==> config.mk <==
export PLATFORM = sky130hd
export DESIGN_NAME = bitmap_page_allocator_with_link_table_flat
export DESIGN_NICKNAME = d
export VERILOG_FILES = /design/src/rtl/bpa_pkg.sv /design/src/rtl/bpa_req_if.sv /design/src/rtl/bpa_rsp_if.sv /design/src/rtl/bpa_map_store.sv /design/src/rtl/bpa_link_store.sv /design/src/rtl/bpa_ctrl.sv /design/src/rtl/bitmap_page_allocator_with_link_table.sv /design/src/flat_wrapper.sv
export SDC_FILE = /design/constraint.sdc
export NUM_CORES = 2
export LEC_CHECK = 0
export ABC_AREA = 1
export ABC_CLOCK_PERIOD_IN_PS = 7900
export BUFFER_PORTS_ARGS = -buffer_cell sky130_fd_sc_hd__buf_2
export CAP_MARGIN = 0
export CELL_PAD_IN_SITES_DETAIL_PLACEMENT = 1
export CELL_PAD_IN_SITES_GLOBAL_PLACEMENT = 1
export CORE_UTILIZATION = 39
export CTS_BUF_LIST = sky130_fd_sc_hd__clkbuf_4 sky130_fd_sc_hd__clkbuf_8
export DETAILED_ROUTE_END_ITERATION = 12
export GPL_TIMING_DRIVEN = 0
export HOLD_SLACK_MARGIN = 0.02
export PLACE_DENSITY = 0.69
export SYNTH_ARGS = -nofsm -noshare
export SYNTH_HDL_FRONTEND = slang
export SYNTH_HIERARCHICAL = 1
export SYNTH_SLANG_ARGS = --single-unit
==> constraint.sdc <==
create_clock -name clock -period 7.9 [get_ports clock]
set_input_delay 1.185 -clock clock [delete_from_list [all_inputs] [get_ports clock]]
set_output_delay 1.185 -clock clock [all_outputs]
set_load 0.01 [all_outputs]
==> src/rtl/bpa_pkg.sv <==
// shared constants, types and helpers of the bitmap page allocator
`timescale 1ns / 1ps
package bpa_pkg;

   localparam int MAX_PAGES  = 256;
   localparam int PAGE_W     = 8;
   localparam int BIT_W      = 3;
   localparam int ROWS       = MAX_PAGES / 8;
   localparam int ROW_W      = $clog2(ROWS);
   localparam int COUNT_W    = 9;
   localparam int OP_W       = 2;
   localparam int STATUS_W   = 2;
   localparam int BYTES_W    = 6;
   localparam int RES_W      = 5;
   localparam int CSR_IDX_W  = 1;
   localparam int CSR_DATA_W = 6;

   localparam logic [OP_W-1:0] OP_ALLOC      = 2'd0;
   localparam logic [OP_W-1:0] OP_FREE_CHAIN = 2'd1;
   localparam logic [OP_W-1:0] OP_NEXT       = 2'd2;

   localparam logic [STATUS_W-1:0] ST_OK        = 2'd0;
   localparam logic [STATUS_W-1:0] ST_NO_SPACE  = 2'd1;
   localparam logic [STATUS_W-1:0] ST_ZERO_PAGE = 2'd2;

   localparam logic [CSR_IDX_W-1:0] CSR_BITMAP_BYTES   = 1'd0;
   localparam logic [CSR_IDX_W-1:0] CSR_RESERVED_PAGES = 1'd1;

   typedef struct packed {
      logic [BYTES_W-1:0] rows_used;
      logic [RES_W-1:0]   reserved;
      logic [COUNT_W-1:0] free_init;
   } cfg_type;

   typedef struct packed {
      logic             rd_en;
      logic [ROW_W-1:0] rd_row;
      logic             wr_en;
      logic [ROW_W-1:0] wr_row;
      logic [7:0]       wr_data;
   } map_req_type;

   typedef struct packed {
      logic              rd_en;
      logic [PAGE_W-1:0] rd_addr;
      logic              wr_en;
      logic [PAGE_W-1:0] wr_addr;
      logic [PAGE_W-1:0] wr_data;
   } link_req_type;

   // bitmap row as it stands straight after formatting
   function automatic logic [7:0] fmt_row(input logic [ROW_W-1:0] row,
                                          input logic [RES_W-1:0] res);
      logic [7:0]        r;
      logic [PAGE_W-1:0] pg;
      for (int i = 0; i < 8; i++) begin
         pg   = {row, BIT_W'(i)};
         r[i] = pg < PAGE_W'(res);
      end
      return r;
   endfunction

endpackage

==> src/rtl/bpa_req_if.sv <==
// request channel: operation and page
`timescale 1ns / 1ps
interface bpa_req_if import bpa_pkg::*; ();
   logic              valid;
   logic              ready;
   logic [OP_W-1:0]   operation;
   logic [PAGE_W-1:0] page;

   modport source (output valid, operation, page, input ready);
   modport sink   (input valid, operation, page, output ready);
endinterface

==> src/rtl/bpa_rsp_if.sv <==
// response channel: page, status and counts
`timescale 1ns / 1ps
interface bpa_rsp_if import bpa_pkg::*; ();
   logic                valid;
   logic                ready;
   logic [PAGE_W-1:0]   page_out;
   logic [STATUS_W-1:0] status;
   logic [COUNT_W-1:0]  pages_freed;
   logic [COUNT_W-1:0]  free_count;

   modport source (output valid, page_out, status, pages_freed, free_count, input ready);
   modport sink   (input valid, page_out, status, pages_freed, free_count, output ready);
endinterface

==> src/rtl/bpa_map_store.sv <==
// used-bitmap memory with per-row valid bits and row-full summary
`timescale 1ns / 1ps
module bpa_map_store import bpa_pkg::*; (
   input  logic             clock,
   input  logic             reset,
   input  logic             format,
   input  cfg_type          cfg,
   input  map_req_type      req,
   output logic [7:0]       rd_data,
   output logic [ROWS-1:0]  row_full
);

   logic [7:0]       map_mem [ROWS];
   logic [7:0]       mem_q;
   logic [ROW_W-1:0] rd_row_ff;
   logic             rd_vld_ff;
   logic [ROWS-1:0]  vld_ff, vld_in;
   logic [ROWS-1:0]  full_ff, full_in;

   always_ff @(posedge clock) begin
      if (req.wr_en) begin
         map_mem[req.wr_row] <= req.wr_data;
      end
      if (req.rd_en) begin
         mem_q     <= map_mem[req.rd_row];
         rd_row_ff <= req.rd_row;
         rd_vld_ff <= vld_ff[req.rd_row];
      end
   end

   always_comb begin
      vld_in  = vld_ff;
      full_in = full_ff;
      if (format) begin
         vld_in = '0;
      end else if (req.wr_en) begin
         vld_in[req.wr_row]  = 1'b1;
         full_in[req.wr_row] = (req.wr_data == 8'hff);
      end
   end

   always_ff @(posedge clock) begin
      if (reset) begin
         vld_ff <= '0;
      end else begin
         vld_ff <= vld_in;
      end
      full_ff <= full_in;
   end

   // rows never written since formatting read as their formatted pattern
   assign rd_data = rd_vld_ff ? mem_q : fmt_row(rd_row_ff, cfg.reserved);

   always_comb begin
      for (int r = 0; r < ROWS; r++) begin
         row_full[r] = vld_ff[r] ? full_ff[r]
                                 : (fmt_row(ROW_W'(r), cfg.reserved) == 8'hff);
      end
   end

endmodule

==> src/rtl/bpa_link_store.sv <==
// next-page link memory with per-entry valid bits
`timescale 1ns / 1ps
module bpa_link_store import bpa_pkg::*; (
   input  logic              clock,
   input  logic              reset,
   input  logic              format,
   input  link_req_type      req,
   output logic [PAGE_W-1:0] rd_data
);

   logic [PAGE_W-1:0]    link_mem [MAX_PAGES];
   logic [PAGE_W-1:0]    mem_q;
   logic                 rd_vld_ff;
   logic [MAX_PAGES-1:0] vld_ff, vld_in;

   always_ff @(posedge clock) begin
      if (req.wr_en) begin
         link_mem[req.wr_addr] <= req.wr_data;
      end
      if (req.rd_en) begin
         mem_q     <= link_mem[req.rd_addr];
         rd_vld_ff <= vld_ff[req.rd_addr];
      end
   end

   always_comb begin
      vld_in = vld_ff;
      if (format) begin
         vld_in = '0;
      end else if (req.wr_en) begin
         vld_in[req.wr_addr] = 1'b1;
      end
   end

   always_ff @(posedge clock) begin
      if (reset) begin
         vld_ff <= '0;
      end else begin
         vld_ff <= vld_in;
      end
   end

   assign rd_data = rd_vld_ff ? mem_q : '0;

endmodule

==> src/rtl/bpa_ctrl.sv <==
// operation sequencer: alloc, chain free, link lookup, free count and response word
`timescale 1ns / 1ps
module bpa_ctrl import bpa_pkg::*; (
   input  logic              clock,
   input  logic              reset,
   input  logic              format,
   input  cfg_type           cfg,
   bpa_req_if.sink           req_chan,
   bpa_rsp_if.source         rsp_chan,
   output map_req_type       map_req,
   input  logic [7:0]        map_rd_data,
   input  logic [ROWS-1:0]   row_full,
   output link_req_type      link_req,
   input  logic [PAGE_W-1:0] link_rd_data
);

   localparam logic [3:0] S_IDLE    = 4'd0;
   localparam logic [3:0] S_AL_SCAN = 4'd1;
   localparam logic [3:0] S_AL_SET  = 4'd2;
   localparam logic [3:0] S_AL_LINK = 4'd3;
   localparam logic [3:0] S_CH_RD   = 4'd4;
   localparam logic [3:0] S_CH_WR   = 4'd5;
   localparam logic [3:0] S_NX_RD   = 4'd6;
   localparam logic [3:0] S_NX_DONE = 4'd7;
   localparam logic [3:0] S_RESP    = 4'd8;

   logic [3:0]          state_ff, state_in;
   logic [PAGE_W-1:0]   cur_ff, cur_in;
   logic [ROW_W-1:0]    row_ff, row_in;
   logic [PAGE_W-1:0]   pg_out_ff, pg_out_in;
   logic [STATUS_W-1:0] status_ff, status_in;
   logic [COUNT_W-1:0]  freed_ff, freed_in;
   logic [COUNT_W-1:0]  free_total_ff, free_total_in;

   logic                rsp_valid_ff, rsp_valid_in;
   logic [PAGE_W-1:0]   rsp_page_ff, rsp_page_in;
   logic [STATUS_W-1:0] rsp_status_ff, rsp_status_in;
   logic [COUNT_W-1:0]  rsp_freed_ff, rsp_freed_in;
   logic [COUNT_W-1:0]  rsp_free_ff, rsp_free_in;

   logic [ROWS-1:0]     cand;
   logic [ROW_W-1:0]    cand_row;
   logic [BIT_W-1:0]    zero_bit;
   logic [7:0]          cur_mask;
   logic                rsp_free;

   assign req_chan.ready = (state_ff == S_IDLE) && !format;
   assign rsp_free       = !rsp_valid_ff || rsp_chan.ready;

   // lowest row inside the configured span that still has a clear bit
   always_comb begin
      cand_row = '0;
      for (int r = 0; r < ROWS; r++) begin
         cand[r] = !row_full[r] && (BYTES_W'(r) < cfg.rows_used);
      end
      for (int r = ROWS - 1; r >= 0; r--) begin
         if (cand[r]) begin
            cand_row = ROW_W'(r);
         end
      end
   end

   always_comb begin
      zero_bit = '0;
      for (int i = 7; i >= 0; i--) begin
         if (!map_rd_data[i]) begin
            zero_bit = BIT_W'(i);
         end
      end
   end

   assign cur_mask = 8'd1 << cur_ff[BIT_W-1:0];

   always_comb begin
      state_in      = state_ff;
      cur_in        = cur_ff;
      row_in        = row_ff;
      pg_out_in     = pg_out_ff;
      status_in     = status_ff;
      freed_in      = freed_ff;
      free_total_in = free_total_ff;
      rsp_valid_in  = rsp_valid_ff && !rsp_chan.ready;
      rsp_page_in   = rsp_page_ff;
      rsp_status_in = rsp_status_ff;
      rsp_freed_in  = rsp_freed_ff;
      rsp_free_in   = rsp_free_ff;
      map_req       = '0;
      link_req      = '0;

      unique case (state_ff)
         S_IDLE: begin
            if (req_chan.valid && req_chan.ready) begin
               cur_in    = req_chan.page;
               pg_out_in = '0;
               status_in = ST_OK;
               freed_in  = '0;
               unique case (req_chan.operation)
                  OP_ALLOC: begin
                     state_in = S_AL_SCAN;
                  end
                  OP_FREE_CHAIN: begin
                     if (req_chan.page == '0) begin
                        status_in = ST_ZERO_PAGE;
                        state_in  = S_RESP;
                     end else begin
                        state_in = S_CH_RD;
                     end
                  end
                  OP_NEXT: begin
                     state_in = S_NX_RD;
                  end
                  default: begin
                     state_in = S_RESP;
                  end
               endcase
            end
         end
         S_AL_SCAN: begin
            if (cand == '0) begin
               status_in = ST_NO_SPACE;
               state_in  = S_RESP;
            end else begin
               map_req.rd_en  = 1'b1;
               map_req.rd_row = cand_row;
               row_in         = cand_row;
               state_in       = S_AL_SET;
            end
         end
         S_AL_SET: begin
            map_req.wr_en    = 1'b1;
            map_req.wr_row   = row_ff;
            map_req.wr_data  = map_rd_data | (8'd1 << zero_bit);
            link_req.wr_en   = 1'b1;
            link_req.wr_addr = {row_ff, zero_bit};
            link_req.wr_data = '0;
            pg_out_in        = {row_ff, zero_bit};
            if (free_total_ff != '0) begin
               free_total_in = free_total_ff - 1'b1;
            end
            state_in = (cur_ff != '0) ? S_AL_LINK : S_RESP;
         end
         S_AL_LINK: begin
            // predecessor link goes in after the new page's own link is cleared
            link_req.wr_en   = 1'b1;
            link_req.wr_addr = cur_ff;
            link_req.wr_data = pg_out_ff;
            state_in         = S_RESP;
         end
         S_CH_RD: begin
            map_req.rd_en    = 1'b1;
            map_req.rd_row   = cur_ff[PAGE_W-1:BIT_W];
            link_req.rd_en   = 1'b1;
            link_req.rd_addr = cur_ff;
            state_in         = S_CH_WR;
         end
         S_CH_WR: begin
            if ((map_rd_data & cur_mask) != '0) begin
               map_req.wr_en   = 1'b1;
               map_req.wr_row  = cur_ff[PAGE_W-1:BIT_W];
               map_req.wr_data = map_rd_data & ~cur_mask;
               free_total_in   = free_total_ff + 1'b1;
               freed_in        = freed_ff + 1'b1;
            end
            link_req.wr_en   = 1'b1;
            link_req.wr_addr = cur_ff;
            link_req.wr_data = '0;
            // a cleared link ends the walk, which also breaks loops
            if (link_rd_data == '0) begin
               state_in = S_RESP;
            end else begin
               cur_in   = link_rd_data;
               state_in = S_CH_RD;
            end
         end
         S_NX_RD: begin
            link_req.rd_en   = 1'b1;
            link_req.rd_addr = cur_ff;
            state_in         = S_NX_DONE;
         end
         S_NX_DONE: begin
            pg_out_in = link_rd_data;
            state_in  = S_RESP;
         end
         S_RESP: begin
            if (rsp_free) begin
               rsp_valid_in  = 1'b1;
               rsp_page_in   = pg_out_ff;
               rsp_status_in = status_ff;
               rsp_freed_in  = freed_ff;
               rsp_free_in   = free_total_ff;
               state_in      = S_IDLE;
            end
         end
         default: begin
            state_in = S_IDLE;
         end
      endcase

      if (format) begin
         free_total_in = cfg.free_init;
      end
   end

   always_ff @(posedge clock) begin
      if (reset) begin
         state_ff      <= S_IDLE;
         rsp_valid_ff  <= 1'b0;
         free_total_ff <= '0;
      end else begin
         state_ff      <= state_in;
         rsp_valid_ff  <= rsp_valid_in;
         free_total_ff <= free_total_in;
      end
      cur_ff        <= cur_in;
      row_ff        <= row_in;
      pg_out_ff     <= pg_out_in;
      status_ff     <= status_in;
      freed_ff      <= freed_in;
      rsp_page_ff   <= rsp_page_in;
      rsp_status_ff <= rsp_status_in;
      rsp_freed_ff  <= rsp_freed_in;
      rsp_free_ff   <= rsp_free_in;
   end

   assign rsp_chan.valid       = rsp_valid_ff;
   assign rsp_chan.page_out    = rsp_page_ff;
   assign rsp_chan.status      = rsp_status_ff;
   assign rsp_chan.pages_freed = rsp_freed_ff;
   assign rsp_chan.free_count  = rsp_free_ff;

endmodule

==> src/rtl/bitmap_page_allocator_with_link_table.sv <==
// top level of the bitmap page allocator with next-page link table
`timescale 1ns / 1ps
// Page allocator over 256 pages: a 32 x 8 used-bitmap memory, a 256-entry
// next-page link memory and a free-page counter. One request at a time is
// processed; a finished response sits in an output register, so the next
// request is taken while it waits. An alloc passes the scan and set states,
// plus a link state when a predecessor link is written; a next lookup reads
// the link; a free_chain walk does a read-modify-write of one bitmap row and
// one link per page walked. The first free row is found from a per-row full
// summary. Writing either configuration register reformats the store: the
// cycle after the write is spent loading the free count and no request is
// taken then. Bitmap rows and links carry valid bits cleared at reset and on
// reformat, so there is no clearing pass over the memories.
module bitmap_page_allocator_with_link_table import bpa_pkg::*; (
   input  logic                  clock,
   input  logic                  reset,
   bpa_req_if.sink               req_chan,
   bpa_rsp_if.source             rsp_chan,
   input  logic                  csr_we,
   input  logic [CSR_IDX_W-1:0]  csr_index,
   input  logic [CSR_DATA_W-1:0] csr_wdata
);

   logic [BYTES_W-1:0] bitmap_bytes_ff, bitmap_bytes_in;
   logic [RES_W-1:0]   reserved_ff, reserved_in;
   logic               fmt_pend_ff;

   logic [BYTES_W-1:0] rows_used;
   logic [COUNT_W-1:0] span;
   logic [RES_W-1:0]   res_raw;
   logic [RES_W-1:0]   res;
   cfg_type            cfg;

   map_req_type        map_req;
   link_req_type       link_req;
   logic [7:0]         map_rd_data;
   logic [ROWS-1:0]    row_full;
   logic [PAGE_W-1:0]  link_rd_data;

   always_comb begin
      bitmap_bytes_in = bitmap_bytes_ff;
      reserved_in     = reserved_ff;
      if (csr_we) begin
         unique case (csr_index)
            CSR_BITMAP_BYTES:   bitmap_bytes_in = csr_wdata[BYTES_W-1:0];
            CSR_RESERVED_PAGES: reserved_in     = csr_wdata[RES_W-1:0];
            default:            bitmap_bytes_in = bitmap_bytes_ff;
         endcase
      end
   end

   always_ff @(posedge clock) begin
      if (reset) begin
         bitmap_bytes_ff <= BYTES_W'(32);
         reserved_ff     <= RES_W'(2);
         fmt_pend_ff     <= 1'b1;
      end else begin
         bitmap_bytes_ff <= bitmap_bytes_in;
         reserved_ff     <= reserved_in;
         fmt_pend_ff     <= csr_we;
      end
   end

   // span saturates at the map size; a reserved count of zero still keeps page 0
   assign rows_used = (bitmap_bytes_ff > BYTES_W'(ROWS)) ? BYTES_W'(ROWS) : bitmap_bytes_ff;
   assign span      = {rows_used, 3'b000};
   assign res_raw   = (reserved_ff == '0) ? RES_W'(1) : reserved_ff;
   assign res       = (COUNT_W'(res_raw) > span) ? span[RES_W-1:0] : res_raw;

   assign cfg.rows_used = rows_used;
   assign cfg.reserved  = res;
   assign cfg.free_init = span - COUNT_W'(res);

   bpa_map_store u_map (
      .clock    (clock),
      .reset    (reset),
      .format   (fmt_pend_ff),
      .cfg      (cfg),
      .req      (map_req),
      .rd_data  (map_rd_data),
      .row_full (row_full)
   );

   bpa_link_store u_link (
      .clock   (clock),
      .reset   (reset),
      .format  (fmt_pend_ff),
      .req     (link_req),
      .rd_data (link_rd_data)
   );

   bpa_ctrl u_ctrl (
      .clock        (clock),
      .reset        (reset),
      .format       (fmt_pend_ff),
      .cfg          (cfg),
      .req_chan     (req_chan),
      .rsp_chan     (rsp_chan),
      .map_req      (map_req),
      .map_rd_data  (map_rd_data),
      .row_full     (row_full),
      .link_req     (link_req),
      .link_rd_data (link_rd_data)
   );

endmodule
==> src/flat_wrapper.sv <==
// flat-port wrapper written by rule: the top's interface ports become plain ports
module bitmap_page_allocator_with_link_table_flat import bpa_pkg::*;
  (clock, reset, csr_we, csr_index, csr_wdata, req_chan_valid, req_chan_operation, req_chan_page, req_chan_ready, rsp_chan_valid, rsp_chan_page_out, rsp_chan_status, rsp_chan_pages_freed, rsp_chan_free_count, rsp_chan_ready);
  bpa_req_if req_chan_i ();
  bpa_rsp_if rsp_chan_i ();
  input  logic clock;
  input  logic reset;
  input  logic csr_we;
  input  logic [CSR_IDX_W-1:0] csr_index;
  input  logic [CSR_DATA_W-1:0] csr_wdata;
  input wire logic [$bits(req_chan_i.valid)-1:0] req_chan_valid;
  input wire logic [$bits(req_chan_i.operation)-1:0] req_chan_operation;
  input wire logic [$bits(req_chan_i.page)-1:0] req_chan_page;
  output wire logic [$bits(req_chan_i.ready)-1:0] req_chan_ready;
  output wire logic [$bits(rsp_chan_i.valid)-1:0] rsp_chan_valid;
  output wire logic [$bits(rsp_chan_i.page_out)-1:0] rsp_chan_page_out;
  output wire logic [$bits(rsp_chan_i.status)-1:0] rsp_chan_status;
  output wire logic [$bits(rsp_chan_i.pages_freed)-1:0] rsp_chan_pages_freed;
  output wire logic [$bits(rsp_chan_i.free_count)-1:0] rsp_chan_free_count;
  input wire logic [$bits(rsp_chan_i.ready)-1:0] rsp_chan_ready;
  assign req_chan_i.valid = req_chan_valid;
  assign req_chan_i.operation = req_chan_operation;
  assign req_chan_i.page = req_chan_page;
  assign req_chan_ready = req_chan_i.ready;
  assign rsp_chan_valid = rsp_chan_i.valid;
  assign rsp_chan_page_out = rsp_chan_i.page_out;
  assign rsp_chan_status = rsp_chan_i.status;
  assign rsp_chan_pages_freed = rsp_chan_i.pages_freed;
  assign rsp_chan_free_count = rsp_chan_i.free_count;
  assign rsp_chan_i.ready = rsp_chan_ready;
  bitmap_page_allocator_with_link_table u_core (.clock(clock), .reset(reset), .req_chan(req_chan_i), .rsp_chan(rsp_chan_i), .csr_we(csr_we), .csr_index(csr_index), .csr_wdata(csr_wdata));
endmodule
==> run_results.csv <==
group,metric,value,unit
placed_design,gp_congestion,1.03,
logic_synthesis,netlist_top_cells_count,"nand2_1, nand3_1, edfxtp_1",
worst_setup_path,cpMostUsedCell,"nand2_1",
logic_synthesis,netlist_area,0.113,sq mm
clocking,h-tree-depth,5,
run_status,violations,"DRC, capacitance limit, slew limit",
sta,period_needed,7.84,ns
global_route,grt_util_all_layers,35.6,%
clocking,numCtsBuffers,458,
clocking,clk_pin_slew,0.06,ns
placed_design,portBuffers,51,
logic_synthesis,ys_types,57,
logic_synthesis,yosys.area.top_type,"edfxtp_1",
logic_synthesis,yosysSeqAreaShare,70.1,%
finish,drive_above_1_share,14.1,%
logic_synthesis,avgSynthCellArea,10.8,sq um
finish,regArea,0.0789,sq mm
sta,setup_slack,0.0623,ns
placed_design,hpwl,376000,um
flow_run,cap_violations,21,
finish,syn_to_final_growth,15.6,%
placed_design,pre_cts_slack,0.0630,ns
die,initial_core_util,39.3,%
hold_path,whs_path_depth,3,
drt,drt_iter0_markers,13900,
logic_synthesis,yosysWarnings,6,
worst_setup_path,critPathLaunchType,"flip-flop",
finish,multi_input_area,0.0302,sq mm
worst_setup_path,slowest_stage,"nor2_2",
finish,fin_cells,15300,
worst_setup_path,path_class,"flip-flop to flip-flop",
logic_synthesis,synth-edff-count,2419,
sta,finalSetupTns,0,ns
pwr,powerDensity,237,mW/mm^2
die,row_count,196,
run_status,status,"complete, but fails checks",
finish,postLayoutCoreUtil,45.5,%
sta,rsz0062_at_grt,"yes",
logic_synthesis,syn_nets,10500,
worst_setup_path,cp.required,8.66,ns
drt,firstDrtPassIters,6,
worst_setup_path,cpPeakStageDelay,0.93,ns
worst_setup_path,worstPathArrival,8.60,ns
drt,vias,92700,
logic_synthesis,yosysMostFrequentCell,"nand2_1",
pwr,peakVddDrop,0.000160,V
die,die_w,539,um
logic_synthesis,synthTopCellsByArea,"edfxtp_1, nand3_1, nand2_1, dfxtp_1, nor2_1",
sta,clock_skew,0.0904,ns
die,core,0.286,sq mm
drt,drc_errors,1,
worst_setup_path,endpoint_kind,"flip-flop",
logic_synthesis,synth.top_cell.area_share,64.5,%
sta,period_share,99.2,%
drt,ant_nets,0,
sta,hold_slack,0.267,ns
clocking,cts_sinks,2733,
sta,final-hold-violation-count,0,
finish,nFillCells,31200,
sta,slew_headroom,-12.4,%
sta,drv_slew,127,
clocking,root_buffer,"clkbuf_8",
global_route,overflow,0,
logic_synthesis,async_flop_share,0,%
clocking,clkLatencyLatePin,1.20,ns
worst_setup_path,cp_max_fo,10,
logic_synthesis,synth_flop_cell,"edfxtp_1",
global_route,grt_antenna_before_repair,38,
finish,finalNetCount,11100,
pwr,p_leak,45.7,nW
sta,max_freq,128,MHz
global_route,grt_max_degree,49,
clocking,cts_tree,"built",
global_route,grt_pass1_vias,89700,
hold_path,min-delay-path-class,"input pin to flip-flop",
drt,wl,531000,um
placed_design,dp_cells,14400,
drt,wl_per_cell,34.8,um
worst_setup_path,rr_worst_depth,28,
logic_synthesis,ys_ff_latch,2733,
sta,worst_pin_slew,1.67,ns
clocking,clockBufferDepth,4,
die,die-area,0.291,sq mm
logic_synthesis,syn_inst,10500,
die,die_h,539,um
drt,post_drt_via_cell_ratio,6.07,
die,io_pins,52,
global_route,grt_pass1_wl,716000,um
sta,setup_viol,0,
sequential cells by signal, summed over array words and instances, names as in the netlist, 9 cells and up:
| register | count |
|---|---|
| u_core/u_link/link_mem | 2048 |
| u_core/u_map/map_mem | 256 |
| u_core/u_ctrl/rsp_chan.pages_freed | 9 |
| u_core/u_map/vld_ff | 32 |
| u_core/u_ctrl/rsp_chan.free_count | 9 |
| u_core/u_ctrl/free_total_ff | 9 |
| u_core/u_link/vld_ff | 256 |
| u_core/u_map/full_ff | 32 |
| u_core/u_ctrl/freed_ff | 9 |
critical path, delay by kind of cell (launching register included):
kind	cells	cell delay, ns
compound gates	7	1.72
fa+ha+maj	2	0.62
buf+inv	6	1.53
flops	1	0.36
simple gates	13	3.22
final timing paths:
kind                            slack (ns)                                    endpoint                                startpoint
worst max-delay path                  0.06    u_core/u_link/link_mem[210][7]$_DFFE_PP_    u_core/bitmap_bytes_ff[2]$_SDFFE_PP0P_
worst min-delay path                  0.27          u_core/reserved_ff[1]$_SDFFE_PP1P_                              csr_wdata[1]
worst max register to register        0.06    u_core/u_link/link_mem[210][7]$_DFFE_PP_    u_core/bitmap_bytes_ff[2]$_SDFFE_PP0P_
worst min register to register        0.43  u_core/u_ctrl/rsp_chan.status[0]$_DFFE_PP_  u_core/u_ctrl/status_ff[0]$_SDFFCE_PP1P_
cell type report:
type | count | area share [%]
Timing Repair Buffer | 164 | 1.76
Sequential cell | 2733 | 60.6
Tap cell | 3762 | 3.62
Clock buffer | 650 | 6.24
Inverter | 277 | 0.804
Clock inverter | 207 | 1.16
Antenna cell | 32 | 0.0615
Multi-Input combinational cell | 6797 | 23.2
Buffer | 645 | 2.47
timing repair:
action                                  4_1_cts  5_1_grt
endpoints found under the setup margin        0     1051
buffers inserted                              0        6
resized for setup                             0      148
hold buffers                                  0        0
routing by layer:
layer  vias to the layer above  part of all wire (%)  track usage, %
li1                      37600                     -               -
met1                     47100                    38            46.5
met2                      6544                    42            51.8
met3                      1515                    13            11.1
met4                         6                   6.8            21.3
met5                         -                 0.012               0
cell usage in the layout, fill, tap and decap left out, types with 11 or more instances in the layout:
| cell type | n |
|---|---|
| dfxtp_1 | 314 |
| buf_2 | 442 |
| clkbuf_4 | 133 |
| diode_2 | 32 |
| bufinv_16 | 16 |
| xor2_1 | 13 |
| buf_6 | 29 |
| nor2_4 | 52 |
| inv_1 | 254 |
| buf_16 | 16 |
| clkbuf_1 | 112 |
| a21oi_1 | 38 |
| nor2_2 | 128 |
| ha_1 | 16 |
| inv_2 | 11 |
| clkbuf_2 | 33 |
| buf_1 | 61 |
| nand3_1 | 2512 |
| clkbuf_8 | 517 |
| buf_4 | 36 |
| edfxtp_1 | 2419 |
| clkinv_2 | 60 |
| nor2_1 | 854 |
| o21ai_0 | 66 |
| buf_12 | 49 |
| nor3_1 | 53 |
| buf_8 | 31 |
| nand2_1 | 2966 |
| clkinv_1 | 113 |
logic make-up (layout without fill, tap and decap cells):
| family | Yosys count | count (layout) | share of synthesized area (%) |
|---|---|---|---|
| AO/OA/AOI/OAI | 162 | 162 | 0.859 |
| XOR/XNOR | 15 | 15 | 0.117 |
| adder cells (fa/ha/maj) | 17 | 17 | 0.196 |
| buffers and inverters | 922 | 1943 | 3.74 |
| flip-flops | 2733 | 2733 | 70.1 |
| other | 0 | 32 | 0 |
| AND/OR/NAND/NOR | 6603 | 6603 | 25.0 |
report_power, final:
part           total [mW]  leakage (nW)  switching [mW]  internal [mW]
clock network        13.4          5.10            6.20           7.18
registers            15.6          22.4          0.0330           15.6
logic                1.89          18.2            1.49          0.403
per-stage QoR:
step	instance area [sq um]	power [mW]
5_1_grt	130000	31.5
3_3_place_gp	118000	17.6
2_1_floorplan	113000	16.8
4_1_cts	129000	30.9
3_5_place_dp	120000	17.7
6_report	130000	30.9
No activity file was read; power rests on OpenSTA's default activity.
